`src/sv/pgs_pkg.sv`:
```
// pgs_pkg: shared widths, request and response structs, command struct and the sine table
// for the path gear segmenter; no dependencies
`default_nettype none
package pgs_pkg;

   localparam int COORD_WIDTH         = 32;
   localparam int ANGLE_WIDTH         = 16;
   localparam int SINE_TABLE_DEPTH    = 1024;
   localparam int SEGMENT_COUNT_WIDTH = 8;

   localparam int SINE_WIDTH       = 17;
   localparam int SINE_INDEX_WIDTH = $clog2(SINE_TABLE_DEPTH);
   localparam int DIFF_WIDTH       = COORD_WIDTH + 1;
   localparam int STEP_SHIFT       = (COORD_WIDTH > 46) ? (COORD_WIDTH - 46) : 0;
   localparam int PROD_WIDTH       = DIFF_WIDTH + SINE_WIDTH;

   localparam int QUEUE_DEPTH       = 8;
   localparam int QUEUE_PTR_WIDTH   = $clog2(QUEUE_DEPTH);
   localparam int QUEUE_LEVEL_WIDTH = $clog2(QUEUE_DEPTH + 1);

   localparam logic [SEGMENT_COUNT_WIDTH-1:0] SEG_MAX = '1;

   localparam longint unsigned COEF_A = 64'd1686629713;
   localparam longint unsigned COEF_B = 64'd693598342;
   localparam longint unsigned COEF_C = 64'd85569015;
   localparam longint unsigned COEF_D = 64'd5026951;

   typedef struct packed {
      logic signed [COORD_WIDTH-1:0] pos_x;
      logic signed [COORD_WIDTH-1:0] pos_y;
      logic [ANGLE_WIDTH-1:0]        heading;
      logic                          final_point;
   } req_type;

   typedef struct packed {
      logic signed [COORD_WIDTH-1:0]  out_x;
      logic signed [COORD_WIDTH-1:0]  out_y;
      logic [ANGLE_WIDTH-1:0]         out_heading;
      logic                           gear;
      logic [SEGMENT_COUNT_WIDTH-1:0] segment_number;
      logic                           segment_end;
      logic                           path_end;
      logic                           too_short;
   } rsp_type;

   // one classified step: held point, new point and the gear of the held point
   typedef struct packed {
      logic                          too_short;
      logic                          final_point;
      logic                          gear;
      logic signed [COORD_WIDTH-1:0] held_x;
      logic signed [COORD_WIDTH-1:0] held_y;
      logic [ANGLE_WIDTH-1:0]        held_heading;
      logic signed [COORD_WIDTH-1:0] new_x;
      logic signed [COORD_WIDTH-1:0] new_y;
      logic [ANGLE_WIDTH-1:0]        new_heading;
   } cmd_type;

   typedef logic signed [SINE_WIDTH-1:0] sine_table_type [SINE_TABLE_DEPTH];

   // q15 sine over a full turn, polynomial in q30 with horner steps
   function automatic sine_table_type make_sine_table();
      sine_table_type  tab;
      longint unsigned u;
      longint unsigned q;
      longint unsigned r;
      longint unsigned x2;
      longint unsigned t;
      longint unsigned s;
      for (int p = 0; p < SINE_TABLE_DEPTH; p++) begin
         u  = (longint'(p) << 30) / SINE_TABLE_DEPTH;
         q  = (u >> 28) & 64'd3;
         r  = u & ((64'd1 << 28) - 64'd1);
         if (q[0]) begin
            r = (64'd1 << 28) - r;
         end
         x2 = (r * r) >> 28;
         t  = COEF_C - ((x2 * COEF_D) >> 28);
         t  = COEF_B - ((x2 * t) >> 28);
         t  = COEF_A - ((x2 * t) >> 28);
         s  = ((r * t) >> 28) >> 15;
         tab[p] = (q >= 64'd2) ? -SINE_WIDTH'(s) : SINE_WIDTH'(s);
      end
      return tab;
   endfunction

   localparam sine_table_type SINE_TABLE = make_sine_table();

endpackage
`default_nettype wire

```
`src/sv/pgs_back.sv`:
```
// pgs_back: turns each classified step into one to three responses and keeps
// the segment gear and count; uses pgs_pkg
`default_nettype none
module pgs_back
   import pgs_pkg::*;
(
   input  wire logic    clock,
   input  wire logic    reset,
   input  wire logic    head_valid,
   input  wire cmd_type head_data,
   output      logic    head_pop,
   output      logic    rsp_empty,
   input  wire logic    rsp_pop,
   output      rsp_type rsp_data
);

   typedef enum logic [2:0] {
      ST_HEAD  = 3'b001,
      ST_OPEN  = 3'b010,
      ST_FINAL = 3'b100
   } back_state_type;

   back_state_type                 state_ff, state_in;
   logic                           gear_known_ff, gear_known_in;
   logic                           running_gear_ff, running_gear_in;
   logic [SEGMENT_COUNT_WIDTH-1:0] segment_ff, segment_in;
   logic                           rsp_valid_ff, rsp_valid_in;
   rsp_type                        rsp_ff, rsp_in;
   logic                           slot_free;
   logic                           first_gear;
   logic [SEGMENT_COUNT_WIDTH-1:0] first_segment;

   assign slot_free     = !rsp_valid_ff || rsp_pop;
   assign first_gear    = gear_known_ff ? running_gear_ff : head_data.gear;
   assign first_segment = gear_known_ff ? segment_ff : '0;

   always_comb begin
      state_in        = state_ff;
      gear_known_in   = gear_known_ff;
      running_gear_in = running_gear_ff;
      segment_in      = segment_ff;
      rsp_in          = rsp_ff;
      rsp_valid_in    = rsp_valid_ff && !rsp_pop;
      head_pop        = 1'b0;
      if (head_valid && slot_free) begin
         rsp_valid_in       = 1'b1;
         rsp_in             = '0;
         rsp_in.out_x       = head_data.held_x;
         rsp_in.out_y       = head_data.held_y;
         rsp_in.out_heading = head_data.held_heading;
         unique case (state_ff)
            ST_HEAD: begin
               if (head_data.too_short) begin
                  rsp_in.out_x       = head_data.new_x;
                  rsp_in.out_y       = head_data.new_y;
                  rsp_in.out_heading = head_data.new_heading;
                  rsp_in.path_end    = 1'b1;
                  rsp_in.too_short   = 1'b1;
                  gear_known_in      = 1'b0;
                  running_gear_in    = 1'b0;
                  segment_in         = '0;
                  head_pop           = 1'b1;
               end else if (gear_known_ff && (head_data.gear != running_gear_ff)) begin
                  // gear change: close the old segment first
                  rsp_in.gear           = running_gear_ff;
                  rsp_in.segment_number = segment_ff;
                  rsp_in.segment_end    = 1'b1;
                  if (segment_ff != SEG_MAX) begin
                     segment_in = segment_ff + 1'b1;
                  end
                  running_gear_in = head_data.gear;
                  state_in        = ST_OPEN;
               end else begin
                  rsp_in.gear           = first_gear;
                  rsp_in.segment_number = first_segment;
                  gear_known_in         = 1'b1;
                  running_gear_in       = first_gear;
                  segment_in            = first_segment;
                  if (head_data.final_point) begin
                     state_in = ST_FINAL;
                  end else begin
                     head_pop = 1'b1;
                  end
               end
            end
            ST_OPEN: begin
               rsp_in.gear           = running_gear_ff;
               rsp_in.segment_number = segment_ff;
               if (head_data.final_point) begin
                  state_in = ST_FINAL;
               end else begin
                  head_pop = 1'b1;
                  state_in = ST_HEAD;
               end
            end
            ST_FINAL: begin
               rsp_in.out_x          = head_data.new_x;
               rsp_in.out_y          = head_data.new_y;
               rsp_in.out_heading    = head_data.new_heading;
               rsp_in.gear           = running_gear_ff;
               rsp_in.segment_number = segment_ff;
               rsp_in.segment_end    = 1'b1;
               rsp_in.path_end       = 1'b1;
               gear_known_in         = 1'b0;
               running_gear_in       = 1'b0;
               segment_in            = '0;
               head_pop              = 1'b1;
               state_in              = ST_HEAD;
            end
            default: begin
               rsp_valid_in = rsp_valid_ff && !rsp_pop;
               rsp_in       = rsp_ff;
               state_in     = ST_HEAD;
            end
         endcase
      end
   end

   always_ff @(posedge clock) begin
      if (reset) begin
         state_ff        <= ST_HEAD;
         gear_known_ff   <= 1'b0;
         running_gear_ff <= 1'b0;
         segment_ff      <= '0;
         rsp_valid_ff    <= 1'b0;
      end else begin
         state_ff        <= state_in;
         gear_known_ff   <= gear_known_in;
         running_gear_ff <= running_gear_in;
         segment_ff      <= segment_in;
         rsp_valid_ff    <= rsp_valid_in;
      end
   end

   always_ff @(posedge clock) begin
      rsp_ff <= rsp_in;
   end

   assign rsp_empty = !rsp_valid_ff;
   assign rsp_data  = rsp_ff;

endmodule
`default_nettype wire

```
`config.mk`:
```
export PLATFORM = sky130hd
export DESIGN_NAME = pgs_back
export DESIGN_NICKNAME = d
export VERILOG_FILES = /design/src/sv/pgs_pkg.sv /design/src/sv/pgs_back.sv
export SDC_FILE = /design/constraint.sdc
export NUM_CORES = 1
export LEC_CHECK = 0
export ABC_AREA = 0
export BUFFER_PORTS_ARGS = -buffer_cell sky130_fd_sc_hd__buf_4
export CORE_UTILIZATION = 40
export DETAILED_ROUTE_END_ITERATION = 12
export PLACE_DENSITY = 0.73
export SLEW_MARGIN = 15
export SYNTH_ARGS = -nofsm -noshare
export SYNTH_HDL_FRONTEND = slang
export SYNTH_SLANG_ARGS = --single-unit
```
`constraint.sdc`:
```
create_clock -name clock -period 9.8 [get_ports clock]
set_input_delay 1.96 -clock clock [delete_from_list [all_inputs] [get_ports clock]]
set_output_delay 1.96 -clock clock [all_outputs]
set_load 0.01 [all_outputs]
```
## Yosys cells after proc, flatten, opt, wreduce, memory -nomap -nowiden

Index checks and enable logic that the tools add are counted.

| storage, ports and cells | value |
|---|---|
| register bits | 106 |
| input port bits | 167 |
| output and inout bits | 94 |
| word-level logic and storage cells | 73 |

| operators by class | value |
|---|---|
| add/subtract/negate cells | 1 |
| equal/unequal tests | 9 |
| multiplexer cells | 33 |
| reductions and logical operators | 17 |

Operators by type and width:

| operator | number |
|---|---|
| 80-bit case mux with 3 select lines | 1 |
| 80-bit two-way mux | 1 |
| 8-bit two-way mux | 4 |
| 9-bit case mux with 2 select lines | 1 |
| 8-bit case mux with 2 select lines | 1 |
| 1-bit two-way mux | 12 |
| 3-bit two-way mux | 4 |
| 10-bit two-way mux | 1 |
| 9-bit two-way mux | 1 |
| 3-bit AND reduction | 3 |
| 8-bit by 1-bit adder with 8-bit output (second input constant) | 1 |
| 8-bit != test (second input constant) | 1 |
| 3-bit != test (second input constant) | 2 |
| 1-bit case mux with 2 select lines | 3 |
| 2-bit case mux with 3 select lines | 1 |
| 3-bit case mux with 2 select lines | 1 |
| 2-bit AND reduction | 3 |
| 4-bit != test (second input constant) | 1 |
| 2-bit nonzero test | 2 |
| 3-bit by 1-bit == test with 1-bit output (second input constant) | 1 |
| 3-bit by 2-bit == test with 1-bit output (second input constant) | 1 |
| 3-bit == test (second input constant) | 1 |
| 1-bit logical AND | 3 |
| 1-bit case mux with 3 select lines | 1 |
| 8 further kinds | 9 |

## Logic depth before layout (Yosys ltp)

| depth | value |
|---|---|
| depth after elaboration | 6 |
| gate-level depth with buffers | 6 |
| depth with buffers taken out | 6 |

## Worst setup path after synthesis

No wires, ideal clock.

| path | value |
|---|---|
| kind | in2reg |
| start point | input port rsp_pop |
| end point | register rsp_ff (netlist bit rsp_data[0]), enable pin |
| library setup time | 575 ps |
| data arrival time | 6,795 ps |
| data required time | 9,225 ps |
| path slack | 2,430 ps |
| stages | 3 |
| buffers on the path | 0 |
| cells stage by stage | nand2b_1 -> nand2_1 -> a21oi_1 |

| between the ends | value |
|---|---|
| word-level cells in the longest chain between the ends | 3 |

RTL lines:

| element | RTL line | text |
|---|---|---|
| start: declaration | pgs_back.sv:13 | `input wire logic rsp_pop,` |
| 1-bit logical OR | pgs_back.sv:33 | `assign slot_free = !rsp_valid_ff \|\| rsp_pop;` |
| 1-bit logical AND | pgs_back.sv:45 | `if (head_valid && slot_free) begin` |
| 2-bit AND reduction (no source line) | n/a |  |
| end signal: assignment | pgs_back.sv:136 | `rsp_ff <= rsp_in;` |
| end: declaration | pgs_back.sv:28 | `rsp_type rsp_ff, rsp_in;` |

Every way passes these cells.
A chain may end at the register's enable or synchronous reset.

## Worst setup path in the final report

| path | value |
|---|---|
| start point | input port head_data[160] (netlist name) |
| end point | output port head_pop |

| between the ends | value |
|---|---|
| word-level cells in the longest chain between the ends | 6 |

RTL lines:

| element | RTL line | text |
|---|---|---|
| start: declaration | pgs_back.sv:10 | `input wire cmd_type head_data,` |
| 1-bit != test | pgs_back.sv:63 | `end else if (gear_known_ff && (head_data.gear != running_gear_ff)) begin` |
| 1-bit logical AND | pgs_back.sv:63 |  |
| 1-bit two-way mux | pgs_back.sv:63 |  |
| 1-bit two-way mux | pgs_back.sv:53 | `if (head_data.too_short) begin` |
| 1-bit case mux with 3 select lines | pgs_back.sv:51 | `unique case (state_ff)` |
| 1-bit two-way mux | pgs_back.sv:45 |  |
| end: declaration | pgs_back.sv:11 | `output logic head_pop,` |

Every way passes these cells.

==> out/results.ini <==
[status]
outcome=complete, but fails checks
violations=design-rule violations

[logic_synthesis]
yosys.area.top_type=edfxtp_1
synth_nets=482
async_flop_share=0
synth.distinct_cells=50
synth.top_cell.area_share=0.576
synth_area_leaders=edfxtp_1, mux2_2, dfxtp_1
synth-seq-area-share=0.634
synth-main-ff-cell=edfxtp_1
synth-adder-area-share=0.00261
synth_top_family_by_area=multiplexers
syn_area_mm2=0.00480
synth_mux_area_frac=0.188
yosys_warnings=0
synth-simple-area-share=0.0764
postSynthCellCount=314
synth_seq_cells=106
synth_edf_count=92
syn_avg_cell_area_um2=15.3
synth_compound_area_frac=0.0553
synthXorXnorAreaFrac=0.0123

[floorplan]
initial_core_util=0.415
die_area_mm2=0.0124
fp.dieW_um=111
coreArea_mm2=0.0116
chipHeight_um=111
ioPinCount=261
fp-row-count=39

[timing]
max_freq_ghz=0.191
fin_skew_ns=0.0111
rsz0062_at_grt=no
tightest_slew_ns=1.03
setup_violations=0
tns_ns=0
slew_headroom=0.311
fin_crit_ns=5.22
drv_slew=0
min_period_over_period=0.533
hold_violations=0

[global_route]
grt_pass1_vias=3572
grt_pass1_wl_um=19300
overflow=0
grt_max_degree=82
grtUsageTotal=0.204
antenna_found_initial=0

[clock_network]
clock_sinks=106
numCtsBuffers=9
cts_tree=yes
post_cts_buffers=0
path_clk_slew_ns=0.06
clock_latency_ns=0.35
root_buffer=clkbuf_16
h-tree-depth=3
ctsHoldBuffers=0
cts_resized=0
cts_max_path_buffers=2

[worst_setup_path]
cp-end-kind=primary output
critPathMaxFanout=7
worstPathRequired_ns=7.84
start_kind=input port
worstPathArrival_ns=3.26
worstSetupPathType=in -> out

[place]
place_congestion=0.848
hpwlAfterDp_um=9440
port_buffers=260

[final_layout]
drive_above_1_share=0.627
n_antenna_cell=0
multi_input_area_mm2=0.00162
final_common_cell=buf_4
regArea_mm2=0.00304
finalNetCount=742
fillers=904
area.growth.synth_to_final_pct=48.6
final_cell_mix=buf_4, edfxtp_1, mux2_2

[route]
drt_pass1_iterations=8
routedWlPerCell_um=17.5
vias=3563
drtIter0Drc=204
ant_nets=0
routed_via_density=4.93
drt_wl_total_um=12700
drc_errors=20

[pwr]
power_mw=1.12
power.leakage_nw=2.95
powerDensity_mw_per_mm2=157
irDropWorstVdd_mv=0.0965

[hold_path]
hold_path.class=reg -> reg

[run]
maxCapViolations=0

cell families (layout without fill, tap and decap cells):
group | count (synthesis) | in the layout
flip-flops | 106 | 106
AO/OA/AOI/OAI | 39 | 39
multiplexers | 80 | 80
AND/OR/NAND/NOR | 62 | 62
XOR/XNOR | 5 | 5
adder cells (fa/ha/maj) | 1 | 1
buffers and inverters | 21 | 286
cells in the mapped netlist, drive strengths merged, types with 2 or more instances:
library cell / count
xnor2: 3
nand2b: 5
mux2: 80
nor4: 2
dfxtp: 14
o31ai: 2
edfxtp: 92
clkbuf: 2
nor3: 4
o21ai: 9
nor2: 9
a21o: 4
a211o: 2
buf: 12
nand4: 2
and2: 8
a21oi: 13
nand3: 4
nand2: 17
nand4b: 3
or3: 4
inv: 7
xor2: 2
o41ai: 2
per-layer routing:
metal | vias to the layer above | track usage | routed length, um
met4 | 0 | 0.0811 | 214
li1 | 1717 | - | -
met2 | 146 | 0.371 | 6760
met5 | - | 0 | 0
met3 | 14 | 0.0414 | 831
met1 | 1686 | 0.235 | 4850
metrics by stage:
step	setup WS, ns	instances	area [um^2]	hold slack (ns)	utilization
after floorplan	2.43	314	4800	0.475	-
after global placement	4.64	706	6850	0.500	0.592
after detailed placement	4.59	706	6850	0.513	0.592
after CTS	4.59	722	7120	0.522	0.616
after global routing	4.45	722	7120	0.548	0.616
final	4.58	722	7120	0.522	0.616
sequential cells by signal, indices dropped and copies added (netlist names):
register and cells:
gear_known_ff 1, rsp_data 92, rsp_valid_ff 1, running_gear_ff 1, segment_ff 8, state_ff 3
final cells by class:
type                    instances  share of cell area
well taps                     143              0.0251
flip-flops and latches        106               0.427
multi-input cells             187               0.228
repair buffers                263               0.277
clock inverters                 4             0.00597
clock buffers                  12              0.0332
inverters                       7             0.00369
final timing paths:
kind / start / to / slack, ns / cells after the start
min reg2reg: segment_ff[7]$_SDFFE_PP0P_ / segment_ff[7]$_SDFFE_PP0P_ / 0.52 / 2
min: segment_ff[7]$_SDFFE_PP0P_ / segment_ff[7]$_SDFFE_PP0P_ / 0.52 / 2
max reg2reg: state_ff[1]$_SDFFE_PP0P_ / rsp_data[25]$_DFFE_PP_ / 7.26 / 5
max: head_data[160] / head_pop / 4.58 / 7
worst max-delay path, cell delays in order:
cell,delay (ns)
buf_4,0.13
xor2_1,0.44
a21oi_1,0.16
o21bai_1,0.18
o21ai_0,0.11
o2bb2ai_1,0.13
buf_4,0.15
power breakdown:
group          switching [mW]  internal (mW)  total [mW]
Clock                   0.154          0.197       0.351
Combinational          0.0924          0.120       0.213
Sequential             0.0128          0.540       0.553
(Power assumes the default switching activity.)
