### config.mk
export PLATFORM = sky130hd
export DESIGN_NAME = pgs_queue
export DESIGN_NICKNAME = d
export VERILOG_FILES = /design/src/sv/pgs_pkg.sv /design/src/sv/pgs_queue.sv
export SDC_FILE = /design/constraint.sdc
export NUM_CORES = 1
export LEC_CHECK = 0
export ABC_AREA = 1
export BUFFER_PORTS_ARGS = -buffer_cell sky130_fd_sc_hd__clkbuf_2
export CAP_MARGIN = 20
export CORE_MARGIN = 2
export CORE_UTILIZATION = 40
export DETAILED_ROUTE_END_ITERATION = 8
export PLACE_DENSITY = 0.56
export SLEW_MARGIN = 20
export SYNTH_ARGS = -nofsm -noshare
export SYNTH_HDL_FRONTEND = slang
export SYNTH_SLANG_ARGS = --single-unit
### constraint.sdc
create_clock -name clock -period 8.56 [get_ports clock]
set_input_delay 0.428 -clock clock [delete_from_list [all_inputs] [get_ports clock]]
set_output_delay 0.428 -clock clock [all_outputs]
set_load 0.1 [all_outputs]
### src/sv/pgs_pkg.sv
// pgs_pkg: shared widths, request and response structs, command struct and the sine table
// for the path gear segmenter; no dependencies
`default_nettype none
package pgs_pkg;

   localparam int COORD_WIDTH         = 32;
   localparam int ANGLE_WIDTH         = 16;
   localparam int SINE_TABLE_DEPTH    = 1024;
   localparam int SEGMENT_COUNT_WIDTH = 8;

   localparam int SINE_WIDTH       = 17;
   localparam int SINE_INDEX_WIDTH = $clog2(SINE_TABLE_DEPTH);
   localparam int DIFF_WIDTH       = COORD_WIDTH + 1;
   localparam int STEP_SHIFT       = (COORD_WIDTH > 46) ? (COORD_WIDTH - 46) : 0;
   localparam int PROD_WIDTH       = DIFF_WIDTH + SINE_WIDTH;

   localparam int QUEUE_DEPTH       = 8;
   localparam int QUEUE_PTR_WIDTH   = $clog2(QUEUE_DEPTH);
   localparam int QUEUE_LEVEL_WIDTH = $clog2(QUEUE_DEPTH + 1);

   localparam logic [SEGMENT_COUNT_WIDTH-1:0] SEG_MAX = '1;

   localparam longint unsigned COEF_A = 64'd1686629713;
   localparam longint unsigned COEF_B = 64'd693598342;
   localparam longint unsigned COEF_C = 64'd85569015;
   localparam longint unsigned COEF_D = 64'd5026951;

   typedef struct packed {
      logic signed [COORD_WIDTH-1:0] pos_x;
      logic signed [COORD_WIDTH-1:0] pos_y;
      logic [ANGLE_WIDTH-1:0]        heading;
      logic                          final_point;
   } req_type;

   typedef struct packed {
      logic signed [COORD_WIDTH-1:0]  out_x;
      logic signed [COORD_WIDTH-1:0]  out_y;
      logic [ANGLE_WIDTH-1:0]         out_heading;
      logic                           gear;
      logic [SEGMENT_COUNT_WIDTH-1:0] segment_number;
      logic                           segment_end;
      logic                           path_end;
      logic                           too_short;
   } rsp_type;

   // one classified step: held point, new point and the gear of the held point
   typedef struct packed {
      logic                          too_short;
      logic                          final_point;
      logic                          gear;
      logic signed [COORD_WIDTH-1:0] held_x;
      logic signed [COORD_WIDTH-1:0] held_y;
      logic [ANGLE_WIDTH-1:0]        held_heading;
      logic signed [COORD_WIDTH-1:0] new_x;
      logic signed [COORD_WIDTH-1:0] new_y;
      logic [ANGLE_WIDTH-1:0]        new_heading;
   } cmd_type;

   typedef logic signed [SINE_WIDTH-1:0] sine_table_type [SINE_TABLE_DEPTH];

   // q15 sine over a full turn, polynomial in q30 with horner steps
   function automatic sine_table_type make_sine_table();
      sine_table_type  tab;
      longint unsigned u;
      longint unsigned q;
      longint unsigned r;
      longint unsigned x2;
      longint unsigned t;
      longint unsigned s;
      for (int p = 0; p < SINE_TABLE_DEPTH; p++) begin
         u  = (longint'(p) << 30) / SINE_TABLE_DEPTH;
         q  = (u >> 28) & 64'd3;
         r  = u & ((64'd1 << 28) - 64'd1);
         if (q[0]) begin
            r = (64'd1 << 28) - r;
         end
         x2 = (r * r) >> 28;
         t  = COEF_C - ((x2 * COEF_D) >> 28);
         t  = COEF_B - ((x2 * t) >> 28);
         t  = COEF_A - ((x2 * t) >> 28);
         s  = ((r * t) >> 28) >> 15;
         tab[p] = (q >= 64'd2) ? -SINE_WIDTH'(s) : SINE_WIDTH'(s);
      end
      return tab;
   endfunction

   localparam sine_table_type SINE_TABLE = make_sine_table();

endpackage
`default_nettype wire

### src/sv/pgs_queue.sv
// pgs_queue: short queue of classified steps between front and back
// uses pgs_pkg
`default_nettype none
module pgs_queue
   import pgs_pkg::*;
(
   input  wire logic                         clock,
   input  wire logic                         reset,
   input  wire logic                         push,
   input  wire cmd_type                      push_data,
   input  wire logic                         pop,
   output      logic                         head_valid,
   output      cmd_type                      head_data,
   output      logic [QUEUE_LEVEL_WIDTH-1:0] level
);

   cmd_type                      slots_ff [QUEUE_DEPTH];
   logic [QUEUE_PTR_WIDTH-1:0]   wr_ptr_ff, rd_ptr_ff;
   logic [QUEUE_LEVEL_WIDTH-1:0] level_ff, level_in;

   always_comb begin
      level_in = level_ff;
      if (push && !pop) begin
         level_in = level_ff + 1'b1;
      end else if (pop && !push) begin
         level_in = level_ff - 1'b1;
      end
   end

   always_ff @(posedge clock) begin
      if (reset) begin
         wr_ptr_ff <= '0;
         rd_ptr_ff <= '0;
         level_ff  <= '0;
      end else begin
         level_ff <= level_in;
         if (push) begin
            wr_ptr_ff <= wr_ptr_ff + 1'b1;
         end
         if (pop) begin
            rd_ptr_ff <= rd_ptr_ff + 1'b1;
         end
      end
   end

   always_ff @(posedge clock) begin
      if (push) begin
         slots_ff[wr_ptr_ff] <= push_data;
      end
   end

   assign head_valid = level_ff != '0;
   assign head_data  = slots_ff[rd_ptr_ff];
   assign level      = level_ff;

endmodule
`default_nettype wire

==> Word level (Yosys, flattened, before mapping) <==
Memory sizes are Yosys's and may differ from the RTL's. A register that Yosys moved wholly into a read port is not among the register bits.
Cells that the tools add are included.
{ "op_classes": {"add_sub_neg": 4, "mux": 6, "reduce_logical": 6} }
{ "op_table": {"columns": ["operator", "n"], "rows": [
  ["4-bit two-way mux", 2],
  ["3-bit by 1-bit adder with 3-bit output, second input constant", 2],
  ["3-bit two-way mux", 2],
  ["4-bit by 1-bit adder with 4-bit output, second input constant", 1],
  ["4-bit nonzero test", 1],
  ["4-bit by 1-bit subtractor with 4-bit output, second input constant", 1],
  ["1-bit logical AND", 2],
  ["1-bit zero test", 2],
  ["1-bit two-way mux", 2],
  ["2-bit nonzero test", 1]
]} }
{ "word_totals": {"output_inout_bits": 168, "ram_bits": 1304, "wordCells": 20, "ff_bits": 10, "mem_count": 1} }
{ "memory_table": {"columns": ["name", "depth", "width", "rd", "rd_ports_with_merged_regs", "write_ports", "line", "source"], "rows": [
  ["slots_ff", 8, 163, 1, 1, 1, "pgs_queue.sv:17", "cmd_type slots_ff [QUEUE_DEPTH];"]
]} }

==> Logic depth before layout (Yosys ltp) <==
Gate-level depths: netlist of the first run.
{ "logic_depth": {"depth_word": 4, "ltp_mapped": 11, "depth_no_buf": 11} }

==> Worst setup path before layout of the first run <==
OpenSTA, ideal clock, no wires.
{ "synth_path": {"kind": "input-to-reg", "startpoint": "input port push", "endpoint": "memory slots_ff[0][0] (netlist name) (enable)", "arrival_time_ns": 7.564, "required_time_ns": 7.872, "n_path_buf": 0, "slack_ns": 0.308, "cell_stages": 3, "cell_sequence": "inv_1 > or2_2 > nor2_1"} }
{ "synth_between": {"elab_chain_len": 2} }
{ "synth_lines": {"columns": ["item", "line", "source"], "rows": [
  ["from (decl)", "pgs_queue.sv:9", "input wire logic push,"],
  ["1-bit two-way mux", "pgs_queue.sv:47", "if (push) begin"],
  ["1-bit two-way mux (implied by the code)", "pgs_queue.sv:48", "slots_ff[wr_ptr_ff] <= push_data;"],
  ["to (decl)", "pgs_queue.sv:17", null]
]} }
Every way passes these cells.

==> flow_summary_export.csv, run 1 <==
group,metric,value,unit
die,die_h,366,um
route,drt_wl_total,131,mm
critical_path,worstPathCellList,"inv_8, buf_4, buf_4, nor2_1, o21ai_1, nand2_1, nand2_1, nand2_1, clkbuf_2",
synthesis,ys_warn_count,0,
sta,worst_pin_slew,1110,ps
sta,fin_crit,4730,ps
sta,drv_slew,0,
route,vias_per_cell,4.95,
cells_and_area,syn_to_final_growth,17.2,%
power_and_ir_drop,power.leakage,22.4,nW
route,post_drt_wl_per_cell,19.5,um
critical_path,crit_path_start_kind,"register",
critical_path,crit_top_cell,"nand2_1",
sta,timing.final.ws_setup,3830,ps
synthesis,syn_area,52400,um2
sta,setup_tns,0,ps
synthesis,synth-seq-cells,1317,
synthesis,ys_seq_area_share,75.2,%
cts,clk_path_buf_depth,3,
sta,finalHoldViolCount,0,
synthesis,synthSimpleGateAreaFrac,15.5,%
route,initialDrtViolationCount,2606,
die,num_rows,132,
power_and_ir_drop,powerDensity,252,nW/um2
sta,fmax,0.211,GHz
die,core_area,130000,um2
die,die_w,366,um
place,dp_hpwl,64.5,mm
cells_and_area,nets,5031,
synthesis,muxShareOfSynthArea,0,%
cts,cts_tree,"done",
cts,path_clk_slew,60,ps
synthesis,synth.distinct_cells,24,
cts,cts.sink_count,1317,
place,gp_congestion,0.741,
sta,slew_headroom,25.9,%
sta,finClkSkew,19.6,ps
cts,root_buffer,"clkbuf_16",
synthesis,synthAdderAreaFrac,0.158,%
critical_path,slowest_stage,"buf_4",
cts,post_cts_resized,0,
global_routing,grt_pass1_wl,198,mm
synthesis,synth_compound_area_share,6.32,%
critical_path,cp-end-kind,"output pin",
place,io_buffers,334,
cts,insertion_delay,750,ps
sta,post-route-period-util,55.2,%
global_routing,grt-ovfl-total,0,
critical_path,regToRegSetupSlack,5440,ps
cells_and_area,drive_above_1_share,11.5,%
cts,numCtsBuffers,143,
run,maxCapViolCount,0,
synthesis,avgSynthCellArea,11.9,um2
global_routing,grt_max_degree,256,
status,status,"finished clean",
cts,cts_max_level,4,
route,drc,0,
die,die_area,134000,um2
die,pin_count,335,
synthesis,synth_top_family_by_area,"simple AND/OR/NAND/NOR gates",
critical_path,worstSetupPathType,"reg2out",
sta,whs,205,ps
critical_path,slowest_delay,680,ps
synthesis,synthesis.instances,4417,
global_routing,grt_util_all_layers,19.2,%
route,drt-pass1-iter-count,6,
sta,rsz0062_at_grt,"false",
cts,cts_setup_buffers,0,
critical_path,required,8130,ps
route,ant_nets,0,
die,start_util,40.4,%
sta,setup_viol,0,
global_routing,grt_pass1_vias,32100,
synthesis,synthesis.nets,4590,
route,vias,33200,
global_routing,antenna_found_initial,15,
synthesis,synth_xor_area_share,0.0334,%
power_and_ir_drop,ir_worst_vdd,0.250,mV
cts,cts_hold_buf,166,
place,post-place-ws,4550,ps
critical_path,crit_arrival,4300,ps
critical_path,cp_max_fo,111,
min_path,hold_class,"in2reg",
==> report_power, final <==
group | internal (mW) | total, mW | switching [mW]
sequential | 7.24 | 7.28 | 0.0423
clock | 3.26 | 5.71 | 2.44
combinational | 0.461 | 2.46 | 2.00
==> per-layer routing <==
layer | part of all wire (%) | vias to the layer above | GRT usage [%]
met5 | 0.064 | - | 0
met4 | 2.0 | 14 | 5.41
met3 | 5.8 | 192 | 4.13
met2 | 47 | 815 | 31.4
met1 | 45 | 16100 | 26.0
li1 | - | 16100 | -
==> flip-flops by register name, indices dropped and copies added (netlist names), named ones only <==
signal,cells
slots_ff,1304
wr_ptr_ff,3
rd_ptr_ff,3
level,4
==> cells in the mapped netlist <==
cell type	instances	share of area (%)
inv_2	3	0.021
a21oi_1	7	0.067
o21ai_1	436	4.2
buf_6	33	0.71
xnor2_1	1	0.017
clkbuf_1	59	0.42
inv_1	11	0.079
xor2_1	1	0.017
fa_1	1	0.038
o21ai_0	217	2.1
clkbuf_2	8	0.076
nand3_1	4	0.038
a211oi_1	1	0.014
buf_2	133	1.3
edfxtp_1	1304	75
nor3b_1	1	0.014
nor3_1	1	0.0095
dfxtp_1	13	0.50
or2_2	2	0.024
buf_1	18	0.13
nor2_1	1320	9.5
buf_4	2	0.029
nand2_1	836	6.0
ha_1	5	0.12
==> logic make-up (layout without fill, tap and decap cells) <==
logic type / Yosys count / in the layout
AO/OA/AOI/OAI: 661 / 661
flip-flops: 1317 / 1317
buffers and inverters: 267 / 814
XOR/XNOR: 2 / 2
AND/OR/NAND/NOR: 2164 / 2164
other: 0 / 10
adder cells (fa/ha/maj): 6 / 6
==> critical path, delay by kind of cell (launching register included) <==
family / cells / cell delay [ps]
buf+inv: 4 / 2330
flops: 1 / 590
compound gates: 1 / 100
simple gates: 4 / 360
==> final timing paths <==
kind,depth (start not counted),to,startpoint
setup / recovery,9,head_data[14],register
hold / removal,1,slots_ff[2][11]$_DFFE_PP_,push_data[11]
setup reg to reg,4,slots_ff[7][95]$_DFFE_PP_,wr_ptr_ff[0]$_SDFFE_PP0P_
hold reg to reg,2,wr_ptr_ff[0]$_SDFFE_PP0P_,wr_ptr_ff[0]$_SDFFE_PP0P_
==> placed cells by master (no fill, tap or decap) <==
cell type and n:
nor2_1 1312, edfxtp_1 1304, nand2_1 836, o21ai_1 436
clkbuf_2 334, o21ai_0 217, dlygate4sd3_1 166, clkbuf_16 145
clkbuf_1 50, buf_4 39, clkinv_1 27, inv_1 11
clkinv_2 11, diode_2 10, dfxtp_1 10, buf_12 9
nor2_4 8, a21oi_1 7, inv_6 6, ha_1 5
bufinv_16 5, nand3_1 4, clkinvlp_4 4, inv_8 3
dfxtp_4 3, or2_2 2, clkinv_8 2, a211oi_1 1
xnor2_1 1, xor2_1 1, nor3b_1 1, nor3_1 1
fa_1 1, clkinv_4 1, buf_16 1
==> metrics by stage <==
step / std cells / power [mW] / util (%) / cell area [um2]
2_1_floorplan: 4417 / 9.32 / - / 52400
3_3_place_gp: 6287 / 9.81 / 42.7 / 55400
3_5_place_dp: 6287 / 9.82 / 42.7 / 55400
4_1_cts: 6704 / 15.6 / 47.2 / 61300
5_1_grt: 6713 / 16.0 / 47.3 / 61400
6_report: 6716 / 15.4 / 47.3 / 61400
==> final cells by class <==
class | instances | area, um2
fillers | 11700 | 68400
flip-flops and latches | 1317 | 39400
multi-input cells | 2833 | 11600
repair buffers | 549 | 3830
clock buffers | 195 | 3820
well taps | 1742 | 2180
clock inverters | 56 | 430
inverters | 14 | 75.1
diodes | 10 | 25.0
No activity file was read; power rests on OpenSTA's default activity.
==> run 2: changes to the inputs <==
- PLACE_DENSITY: 0.56 -> 0.53
- clock period: 8.56 -> 5 ns (I/O delays scaled with it)
==> flow_summary_export.csv, run 2 (synthesized netlist as in run 1, its figures left out) <==
group,metric,value,unit
status,status,"finished clean",
sta,post-route-period-util,75.4,%
route,ant_nets,0,
die,die_w,366,um
cts,post_cts_resized,0,
route,post_drt_wl_per_cell,19.7,um
route,met1_length,58.4,mm
critical_path,cp_max_fo,138,
sta,setup_viol,0,
cts,cts_max_level,4,
route,vias,33300,
power_and_ir_drop,ir_worst_vdd,0.336,mV
sta,worst_pin_slew,1030,ps
global_routing,grt-ovfl-total,0,
sta,fin_crit,3770,ps
cells_and_area,nets,5031,
global_routing,grt_pass1_vias,32900,
cts,cts.sink_count,1317,
sta,setup_tns,0,ps
route,met2_length,63.4,mm
critical_path,crit_arrival,3520,ps
sta,slew_headroom,31.3,%
critical_path,regToRegSetupSlack,2580,ps
die,start_util,40.4,%
sta,fmax,0.265,GHz
global_routing,grt_util_all_layers,19.6,%
die,pin_count,335,
place,dp_hpwl,63.2,mm
run,maxCapViolCount,0,
critical_path,reg2reg_from,"wr_ptr_ff[0]$_SDFFE_PP0P_",
critical_path,crit_path_start_kind,"register",
die,die_h,366,um
die,core_area,130000,um2
cells_and_area,largest_reg_flops,1304,
cts,clk_path_buf_depth,3,
global_routing,grt_pass1_wl,202,mm
die,die_area,134000,um2
cts,insertion_delay,790,ps
sta,finClkSkew,20.2,ps
min_path,hold_class,"in2reg",
global_routing,grt_max_degree,167,
cts,numCtsBuffers,142,
route,vias_per_cell,4.95,
critical_path,worstSetupPathType,"reg2out",
route,top_layer_used,"met5",
cts,path_clk_slew,60,ps
place,gp_congestion,0.728,
cells_and_area,regMostFlops,"slots_ff",
sta,rsz0062_at_grt,"false",
sta,finalHoldViolCount,0,
route,initialDrtViolationCount,2601,
route,drt-pass1-iter-count,5,
cts,root_buffer,"clkbuf_16",
die,num_rows,132,
route,drt_wl_total,132,mm
place,place_inst,6289,
global_routing,antenna_found_initial,12,
cells_and_area,filler_cell_count,11700,
cells_and_area,final_common_cell,"nor2_1",
power_and_ir_drop,p_total,26.8,mW
cells_and_area,drive_above_1_share,11.9,%
route,drc,0,
cts,cts_tree,"done",
power_and_ir_drop,powerDensity,433,nW/um2
cells_and_area,syn_to_final_growth,18.1,%
cells_and_area,stdcell_count,6719,
power_and_ir_drop,power.leakage,22.6,nW
critical_path,reg2reg_to,"slots_ff[3][88]$_DFFE_PP_",
critical_path,cp-end-kind,"output pin",
critical_path,required,4750,ps
sta,drv_slew,0,
place,io_buffers,334,
critical_path,crit_path_end,"head_data[9]",
cells_and_area,final_cell_mix,"1,312 x nor2_1, 1,304 x edfxtp_1, 836 x nand2_1",
critical_path,rr_worst_depth,3,
route,met3WireLength,7.64,mm
run 2: layer usage:
metal | vias up | global-route usage, %
met4 | 16 | 5.31
met2 | 728 | 32.5
met3 | 205 | 4.30
met5 | - | 0
met1 | 16300 | 26.1
li1 | 16000 | -
run 2: cell type report:
| class | instances | area [um2] | share of cell area (%) |
|---|---|---|---|
| tap | 1742 | 2180 | 3.52 |
| clock buffer | 171 | 3680 | 5.95 |
| multi-input combinational | 2833 | 11600 | 18.8 |
| sequential | 1317 | 39400 | 63.7 |
| antenna | 8 | 20.0 | 0.0323 |
| inverter | 14 | 75.1 | 0.121 |
| timing repair buffer | 550 | 4120 | 6.66 |
| clock inverter | 84 | 791 | 1.28 |
run 2: report_power, final:
group	switching, mW	total (mW)	leakage [nW]	internal [mW]
combinational	3.43	4.24	8.50	0.818
sequential	0.0796	12.5	12.0	12.4
clock	4.35	10.1	2.17	5.72
total	7.85	26.8	22.6	18.9
run 2: what timing repair did:
| action | in CTS | in global routing |
|---|---|---|
| hold buffers | 167 | 0 |
| endpoints found under the hold margin | 1317 | 0 |
| buffers inserted | 0 | 0 |
run 2: how the worst min path moves through the flow:
stage	from	endpoint	cells past startpoint
after floorplan	push_data[0]	slots_ff[0][0]$_DFFE_PP_	0
after global placement	rd_ptr_ff[1]$_SDFFE_PP0P_	register	2
after detailed placement	rd_ptr_ff[1]$_SDFFE_PP0P_	register	2
after CTS	push_data[55]	slots_ff[6][55]$_DFFE_PP_	2
after global routing	push_data[54]	slots_ff[2][54]$_DFFE_PP_	2
final	push_data[99]	slots_ff[1][99]$_DFFE_PP_	2
run 2: metrics by stage:
stage	hold WS [ps]	utilization (%)	setup slack [ps]	instance area, um2
after CTS	213	47.7	1120	61900
final	299	47.7	1230	61900
after floorplan	349	-	-370	52400
after global placement	476	42.9	1990	55700
after global routing	274	47.7	997	61900
after detailed placement	485	42.9	1990	55700
run 2: worst max-delay path, stage by stage (launching register included):
cell      delay [ps]
dfxtp_4          510
inv_8            600
buf_12           390
o21ai_0          160
nand2_1           90
nand2_1           50
nand2_1          190
clkbuf_2         490
